$ cat src/rtl/assert_macros.svh
// Assertion macros shared by the RTL of the packed list table engine.
`ifndef ASSERT_MACROS_SVH
`define ASSERT_MACROS_SVH

// Check that cons holds in the same cycle as ante.
`define PLT_ASSERT_SAME(label, ante, cons) \
    label: assert property (@(posedge aclk) disable iff (!aresetn) (ante) |-> (cons)) \
        else $error("same-cycle check failed");

// Check that cons holds in the cycle after ante.
`define PLT_ASSERT_NEXT(label, ante, cons) \
    label: assert property (@(posedge aclk) disable iff (!aresetn) (ante) |=> (cons)) \
        else $error("next-cycle check failed");

`endif

$ cat src/rtl/plt_pkg.sv
// Types and codes shared by the packed list table engine modules.
package plt_pkg;

    typedef enum logic [1:0] {
        KIND_APPEND = 2'd0,
        KIND_REMOVE = 2'd1,
        KIND_READ   = 2'd2,
        KIND_FIND   = 2'd3
    } plt_kind_t;

    typedef enum logic [1:0] {
        ST_OK       = 2'd0,
        ST_FULL     = 2'd1,
        ST_RANGE    = 2'd2,
        ST_NOTFOUND = 2'd3
    } plt_status_t;

    typedef enum logic [1:0] {
        S_IDLE,
        S_SCAN,
        S_RDWAIT,
        S_DONE
    } plt_state_t;

    typedef struct packed {
        plt_kind_t          req_type;
        logic signed [31:0] operand_value;
        logic [7:0]         operand_index;
    } plt_req_t;

    typedef struct packed {
        plt_status_t        status;
        logic signed [31:0] read_value;
        logic [7:0]         found_index;
        logic [8:0]         count_now;
    } plt_result_t;

endpackage

$ cat src/rtl/plt_seq.sv
// Request sequencer: append, compacting remove, indexed read and linear find over the store.
module plt_seq #(
    parameter int DEPTH  = 256,
    parameter int ADDR_W = 8,
    parameter int CNT_W  = 9
) (
    input  logic                 aclk,
    input  logic                 aresetn,
    input  logic                 req_valid,
    output logic                 req_ready,
    input  plt_pkg::plt_req_t    req,
    output logic                 res_valid,
    input  logic                 res_ready,
    output plt_pkg::plt_result_t res,
    output logic                 mem_we,
    output logic [ADDR_W-1:0]    mem_waddr,
    output logic [31:0]          mem_wdata,
    output logic [ADDR_W-1:0]    mem_raddr,
    input  logic [31:0]          mem_rdata
);

    localparam int IW = CNT_W + 8;

    plt_pkg::plt_state_t  state_reg, state_next;
    plt_pkg::plt_kind_t   kind_reg, kind_next;
    logic [31:0]          val_reg, val_next;
    logic [CNT_W-1:0]     count_reg, count_next;
    logic [CNT_W-1:0]     wr_ptr_reg, wr_ptr_next;
    logic [ADDR_W-1:0]    exam_reg, exam_next;
    plt_pkg::plt_status_t status_reg, status_next;
    logic [31:0]          rval_reg, rval_next;
    logic [7:0]           fidx_reg, fidx_next;

    logic                 accept;
    logic                 full;
    logic                 empty;
    logic                 idx_ok;
    logic                 match;
    logic                 last;
    logic [ADDR_W+7:0]    idx_ext;
    logic [ADDR_W+7:0]    exam_ext;
    logic [CNT_W+8:0]     cnt_ext;

    assign accept   = req_valid && req_ready;
    assign full     = (count_reg == CNT_W'(DEPTH));
    assign empty    = (count_reg == '0);
    assign idx_ok   = (IW'(req.operand_index) < IW'(count_reg));
    assign idx_ext  = (ADDR_W+8)'(req.operand_index);
    assign exam_ext = (ADDR_W+8)'(exam_reg);
    assign cnt_ext  = (CNT_W+9)'(count_reg);
    assign match    = (mem_rdata == val_reg);
    assign last     = ((CNT_W'(exam_reg) + CNT_W'(1)) == count_reg);

    // next state
    always_comb begin
        state_next = state_reg;
        unique case (state_reg)
            plt_pkg::S_IDLE: begin
                if (accept) begin
                    unique case (req.req_type)
                        plt_pkg::KIND_APPEND: state_next = plt_pkg::S_DONE;
                        plt_pkg::KIND_READ:
                            state_next = idx_ok ? plt_pkg::S_RDWAIT : plt_pkg::S_DONE;
                        default:
                            state_next = empty ? plt_pkg::S_DONE : plt_pkg::S_SCAN;
                    endcase
                end
            end
            plt_pkg::S_SCAN: begin
                if (last || (kind_reg == plt_pkg::KIND_FIND && match)) begin
                    state_next = plt_pkg::S_DONE;
                end
            end
            plt_pkg::S_RDWAIT: state_next = plt_pkg::S_DONE;
            plt_pkg::S_DONE: begin
                if (res_ready) begin
                    state_next = plt_pkg::S_IDLE;
                end
            end
            default: state_next = plt_pkg::S_IDLE;
        endcase
    end

    // datapath and memory port
    always_comb begin
        kind_next   = kind_reg;
        val_next    = val_reg;
        count_next  = count_reg;
        wr_ptr_next = wr_ptr_reg;
        exam_next   = exam_reg;
        status_next = status_reg;
        rval_next   = rval_reg;
        fidx_next   = fidx_reg;
        mem_we      = 1'b0;
        mem_waddr   = count_reg[ADDR_W-1:0];
        mem_wdata   = req.operand_value;
        mem_raddr   = '0;
        req_ready   = (state_reg == plt_pkg::S_IDLE);
        res_valid   = (state_reg == plt_pkg::S_DONE);
        unique case (state_reg)
            plt_pkg::S_IDLE: begin
                mem_raddr = (req.req_type == plt_pkg::KIND_READ) ? idx_ext[ADDR_W-1:0] : '0;
                if (accept) begin
                    kind_next   = req.req_type;
                    val_next    = req.operand_value;
                    wr_ptr_next = '0;
                    exam_next   = '0;
                    status_next = plt_pkg::ST_OK;
                    rval_next   = '0;
                    fidx_next   = '0;
                    unique case (req.req_type)
                        plt_pkg::KIND_APPEND: begin
                            if (full) begin
                                status_next = plt_pkg::ST_FULL;
                            end else begin
                                mem_we     = 1'b1;
                                count_next = count_reg + CNT_W'(1);
                            end
                        end
                        plt_pkg::KIND_READ: begin
                            if (!idx_ok) begin
                                status_next = plt_pkg::ST_RANGE;
                            end
                        end
                        plt_pkg::KIND_FIND: begin
                            if (empty) begin
                                status_next = plt_pkg::ST_NOTFOUND;
                            end
                        end
                        default: ;
                    endcase
                end
            end
            plt_pkg::S_SCAN: begin
                // writes land at or behind the entry under test; reads run ahead, no overlap
                mem_raddr = exam_reg + ADDR_W'(1);
                exam_next = exam_reg + ADDR_W'(1);
                mem_wdata = mem_rdata;
                mem_waddr = wr_ptr_reg[ADDR_W-1:0];
                if (kind_reg == plt_pkg::KIND_FIND) begin
                    if (match) begin
                        fidx_next = exam_ext[7:0];
                    end else if (last) begin
                        status_next = plt_pkg::ST_NOTFOUND;
                    end
                end else begin
                    if (!match) begin
                        mem_we      = 1'b1;
                        wr_ptr_next = wr_ptr_reg + CNT_W'(1);
                    end
                    if (last) begin
                        count_next = match ? wr_ptr_reg : wr_ptr_reg + CNT_W'(1);
                    end
                end
            end
            plt_pkg::S_RDWAIT: rval_next = mem_rdata;
            plt_pkg::S_DONE: ;
            default: ;
        endcase
    end

    always_ff @(posedge aclk) begin
        if (!aresetn) begin
            state_reg <= plt_pkg::S_IDLE;
            count_reg <= '0;
        end else begin
            state_reg <= state_next;
            count_reg <= count_next;
        end
    end

    always_ff @(posedge aclk) begin
        kind_reg   <= kind_next;
        val_reg    <= val_next;
        wr_ptr_reg <= wr_ptr_next;
        exam_reg   <= exam_next;
        status_reg <= status_next;
        rval_reg   <= rval_next;
        fidx_reg   <= fidx_next;
    end

    assign res.status      = status_reg;
    assign res.read_value  = rval_reg;
    assign res.found_index = fidx_reg;
    assign res.count_now   = cnt_ext[8:0];

endmodule
$ cat config.mk
export PLATFORM = sky130hd
export DESIGN_NAME = plt_seq
export DESIGN_NICKNAME = d
export VERILOG_FILES = /design/src/rtl/assert_macros.svh /design/src/rtl/plt_pkg.sv /design/src/rtl/plt_seq.sv
export SDC_FILE = /design/constraint.sdc
export NUM_CORES = 1
export LEC_CHECK = 0
export BUFFER_PORTS_ARGS = -buffer_cell sky130_fd_sc_hd__buf_2
export CORE_MARGIN = 2
export CORE_UTILIZATION = 55
export DETAILED_ROUTE_END_ITERATION = 7
export HOLD_SLACK_MARGIN = 0.06
export PLACE_DENSITY_LB_ADDON = 0.05
export SYNTH_ARGS = -nofsm -noshare
export SYNTH_HDL_FRONTEND = slang
export SYNTH_SLANG_ARGS = --single-unit
$ cat constraint.sdc
create_clock -name aclk -period 8.15 [get_ports aclk]
set_input_delay 1.63 -clock aclk [delete_from_list [all_inputs] [get_ports aclk]]
set_output_delay 1.63 -clock aclk [all_outputs]
set_load 0.005 [all_outputs]
Word-level counts from Yosys, hierarchy flattened
Cells that the tools add are included.
- $lt $le $gt $ge: 1
- multiplexer cells: 43
- equal/unequal tests: 19
- reduce and logical (&&, ||, !) cells: 16
- $add $sub $neg: 4
- operator list (cell ; count):
    $mux W9 ; 8
    $mux W32 ; 2
    $pmux W32 S2 ; 1
    $pmux W8 S2 ; 3
    $mux W8 ; 5
    $pmux W9 S2 ; 2
    $eq A32 B32 Y1 ; 1
    $mux W2 ; 10
    $add A9 B1 Y9 const B ; 2
    $ne A2 B2 Y1 const B ; 7
    $eq A2 B2 Y1 const B ; 5
    $add A8 B1 Y9 const B ; 1
    $eq A9 B9 Y1 ; 1
    $eq A9 B9 Y1 const B ; 1
    $logic_not A9 Y1 ; 1
    $lt A8 B9 Y1 ; 1
    $add A8 B1 Y8 const B ; 1
    $pmux W2 S2 ; 2
    $pmux W2 S4 ; 1
    $mux W1 ; 7
    $ne A2 B1 Y1 const B ; 3
    $pmux W2 S3 ; 1
    $reduce_and A2 Y1 ; 3
    $reduce_and A3 Y1 ; 2
    9 further kinds ; 12
- bits in registers: 104
- input port bits: 78

Depth between registers and ports, before layout
- depth in word-level cells: 6
- mapped depth: 10

Worst setup path before layout
OpenSTA, ideal clock, no wires.
- path type: input port to output port
- start point: input mem_rdata[3]
- end point: output mem_we
- cell stages on the path: 6
- arrival time: 3.023 ns
- slack: 3.497 ns
- data required time: 6.520 ns
- path through: xnor2_1 nand4_1 nor4_1 nand2_1 clkbuf_1 a31o_2
- word-level cells in the longest chain between the ends: 4
- RTL lines (what ; line ; text):
    start, declared ; plt_seq.sv:19 ; input logic [31:0] mem_rdata
    $eq A32 B32 Y1 ; plt_seq.sv:51 ; assign match = (mem_rdata == val_reg);
    $mux W1 ; plt_seq.sv:147 ; if (!match) begin
    $mux W1 ; plt_seq.sv:140 ; if (kind_reg == plt_pkg::KIND_FIND) begin
    $pmux W1 S2 ; plt_seq.sv:100 ; unique case (state_reg)
    end, declared ; plt_seq.sv:15 ; output logic mem_we,
Every way passes these cells.

Final worst setup path
- start point: input mem_rdata[23]
- end point: output mem_we
The elaborated chain is that of the path after synthesis.

==> metrics.cfg <==
[cells_and_area]
insertedDiodeCount = 0
seqCellArea_sq_mm = 0.003013
fin_nets = 756
final_util_pct = 67.57
multi_input_logic_area_sq_mm = 0.002566
layout.cells.most_common = sky130_fd_sc_hd__buf_2
final_layout_size_suffix_gt1_share_pct = 36.58
filler_cell_count = 809
finish.instance_area_sq_mm = 0.006913
synthToLayoutAreaGrowth_pct = 20.55
final_cell_mix = sky130_fd_sc_hd__buf_2 (179), sky130_fd_sc_hd__edfxtp_1 (93), sky130_fd_sc_hd__and2_1 (43)

[routing]
post_drt_via_cell_ratio = 5.562
antenna_violating_nets_post_route = 0
finalWirelength_um = 13990
drt-pass1-iter-count = 4
wl_per_cell_um = 17.42
drc = 0
initialDrtViolationCount = 207
num_vias = 4466

[timing]
setup_repair_after_global_routing_missed_its_margin = false
finalCriticalPeriod_ns = 5.401
clock_skew_ns = 0.01608
min_period_over_period_pct = 66.27
hold_ws_ns = 0.5632
totalNegativeSetupSlack_ns = 0
clock.fmax_mhz = 185.2
maxSlewViolCount = 0
timing.slew.headroom_pct = 19.14
finalHoldViolations = 0
setup_violations = 0
worstMarginPinSlew_ns = 1.207

[power]
pwr-share-seq_pct = 45.9
p_sw_w = 0.0007215
p_int_w = 0.001269
switching_share_pct = 36.24
pwr-share-clk_pct = 15.2
comb_power_share_pct = 38.9
leakage_nw = 2.870
worst_ir_drop_vdd_v = 0.0001672
power_density_mw_per_mm2 = 288.0

[clocking]
ctsRootBufferMaster = sky130_fd_sc_hd__clkbuf_8
cts_buffers = 9
clock_tree.buffer_depth = 2
ctsHtreeMaxLevel = 3
tritoncts = yes
postCtsSetupRepairBufs = 0
insertion_delay_ns = 0.37
cts.reportedPaths.clkPinSlew_ns = 0.09
post_cts_hold_buffer_count = 0
clkSinkCount = 104
cts_repair_resize_count = 0

[logic_synthesis]
synth-seq-cells = 104
postSynthCellCount = 493
number_of_warnings_issued_by_yosys = 0
syn-num-nets = 586
syn-mean-instance-area_sq_um = 11.63
mappedNetlistArea_sq_mm = 0.005734
netlist-cell-type-count = 60
synth_top_flop_cell = sky130_fd_sc_hd__edfxtp_1
synth_seq_area_share_pct = 52.54
asyncSetResetFlopFracSynth_pct = 0
synth_edf_count = 93

[floorplan]
num_io_pins = 180
rows = 37
chipWidth_um = 106.1
fp.coreArea_sq_mm = 0.01023
die_footprint_sq_mm = 0.01126
effective_utilization_at_floorplan_pct = 56.05
die_height_um = 106.1

[setup_path]
timing.critical_path.slowest_stage_cell = sky130_fd_sc_hd__nand2_1
critical_path.startpoint_type = input pin
cpMostUsedCell = sky130_fd_sc_hd__buf_2
worstSetupPathType = input pin to output port
cp.arrival_ns = 3.77
critPathRequiredTime_ns = 6.52
crit_path_cell_trace = buf_2 > xnor2_1 > nand4_1 > nor4_1 > nand2_1 > a31o_2 > buf_2
cp_slowest_stage_delay_ns = 0.60
critical_path_peak_fanout = 18
worstSetupEndpointType = output port

[global_routing]
grt.total_usage_pct = 25.23
grt_first_pass_wirelength_um = 22130
antenna_violations_before_repair = 1
grt_remaining_overflow = 0
via_count_of_the_first_global_routing_pass = 4241
grt_max_degree = 81

[worst_hold_path]
hold_class = flip-flop to flip-flop

[run_status]
run_status = completed

[place]
post-dp-hpwl_um = 10320
finalWeightedCongestion = 0.8544
io_buffer_count = 179
dpl-instance-area_sq_mm = 0.006735

[job]
cap_violations = 0

## worst max-delay path, delay by kind of cell
| kind | cells | cell delay, ns |
|---|---|---|
| xor gates and xnor gates | 1 | 0.16 |
| buffers and inverters | 2 | 0.24 |
| AOI/OAI and AO/OA | 1 | 0.41 |
| and+or+nand+nor | 3 | 1.32 |
## area by class of cell
cell class                 instances  share of cell area [%]
timing repair buffer             182                   13.29
multi-input combinational        348                   37.12
inverter                          18                  0.9774
clock buffer                       9                   1.792
clock inverter                     6                  0.7783
tap                              136                   2.462
sequential                       104                   43.58
## path summary, 6_finish.rpt
kind / slack, ns / end / depth (start not counted) / startpoint
min: 0.56 / count_reg[0]$_SDFFE_PN0P_ / 2 / count_reg[0]$_SDFFE_PN0P_
max: 2.75 / mem_we / 7 / mem_rdata[23]
max reg2reg: 4.51 / count_reg[6]$_SDFFE_PN0P_ / 8 / state_reg[0]$_SDFFE_PN0P_
min reg2reg: 0.56 / count_reg[0]$_SDFFE_PN0P_ / 2 / count_reg[0]$_SDFFE_PN0P_
## cell families after synthesis
logic type / share of synthesized area (%)
adders and majority gates: 3.273
xor gates and xnor gates: 8.313
AOI/OAI and AO/OA: 9.688
DFF: 52.54
and+or+nand+nor: 16.04
buffers and inverters: 2.749
muxes: 7.397
## cells in the mapped netlist (all sizes together), types with 5 or more instances
cell	instances	area, sq um
dfxtp	11	220.2
clkbuf	17	63.81
mux2	32	360.4
nor2	28	105.1
edfxtp	93	2793
buf	6	26.27
ha	15	187.7
and2	45	284.0
nand3	10	50.05
nand4	13	81.33
and3	6	37.54
nand2	28	107.6
a21oi	9	45.04
o21ai	18	90.08
a31oi	5	31.28
nor3	11	60.06
a211oi	5	37.54
mux2i	6	63.81
inv	18	67.56
xnor2	41	359.1
xor2	10	95.10
a21o	13	97.59
## power groups by stage
| stage | clock, W | combinational (W) | sequential (W) |
|---|---|---|---|
| 2_1_floorplan | 0 | 0.000483 | 0.000914 |
| 3_3_place_gp | 0 | 0.000762 | 0.000921 |
| 3_5_place_dp | 0 | 0.000776 | 0.000927 |
| 4_1_cts | 0.000309 | 0.000781 | 0.000915 |
| 5_1_grt | 0.000330 | 0.000852 | 0.000936 |
| 6_report | 0.000303 | 0.000774 | 0.000914 |
## layer usage
layer	routed length, um	track usage (%)
met2	6852	42.90
met5	17	0
met3	862	4.414
met4	231	7.425
met1	6026	33.17
## stage by stage
stage | setup slack (ns) | instances | power (W)
2_1_floorplan | 3.497 | 493 | 0.001397
3_3_place_gp | 2.866 | 788 | 0.001683
3_5_place_dp | 2.761 | 788 | 0.001703
4_1_cts | 2.752 | 803 | 0.002005
5_1_grt | 2.561 | 803 | 0.002117
6_report | 2.749 | 803 | 0.001991
No activity file was read; power rests on OpenSTA's default activity.
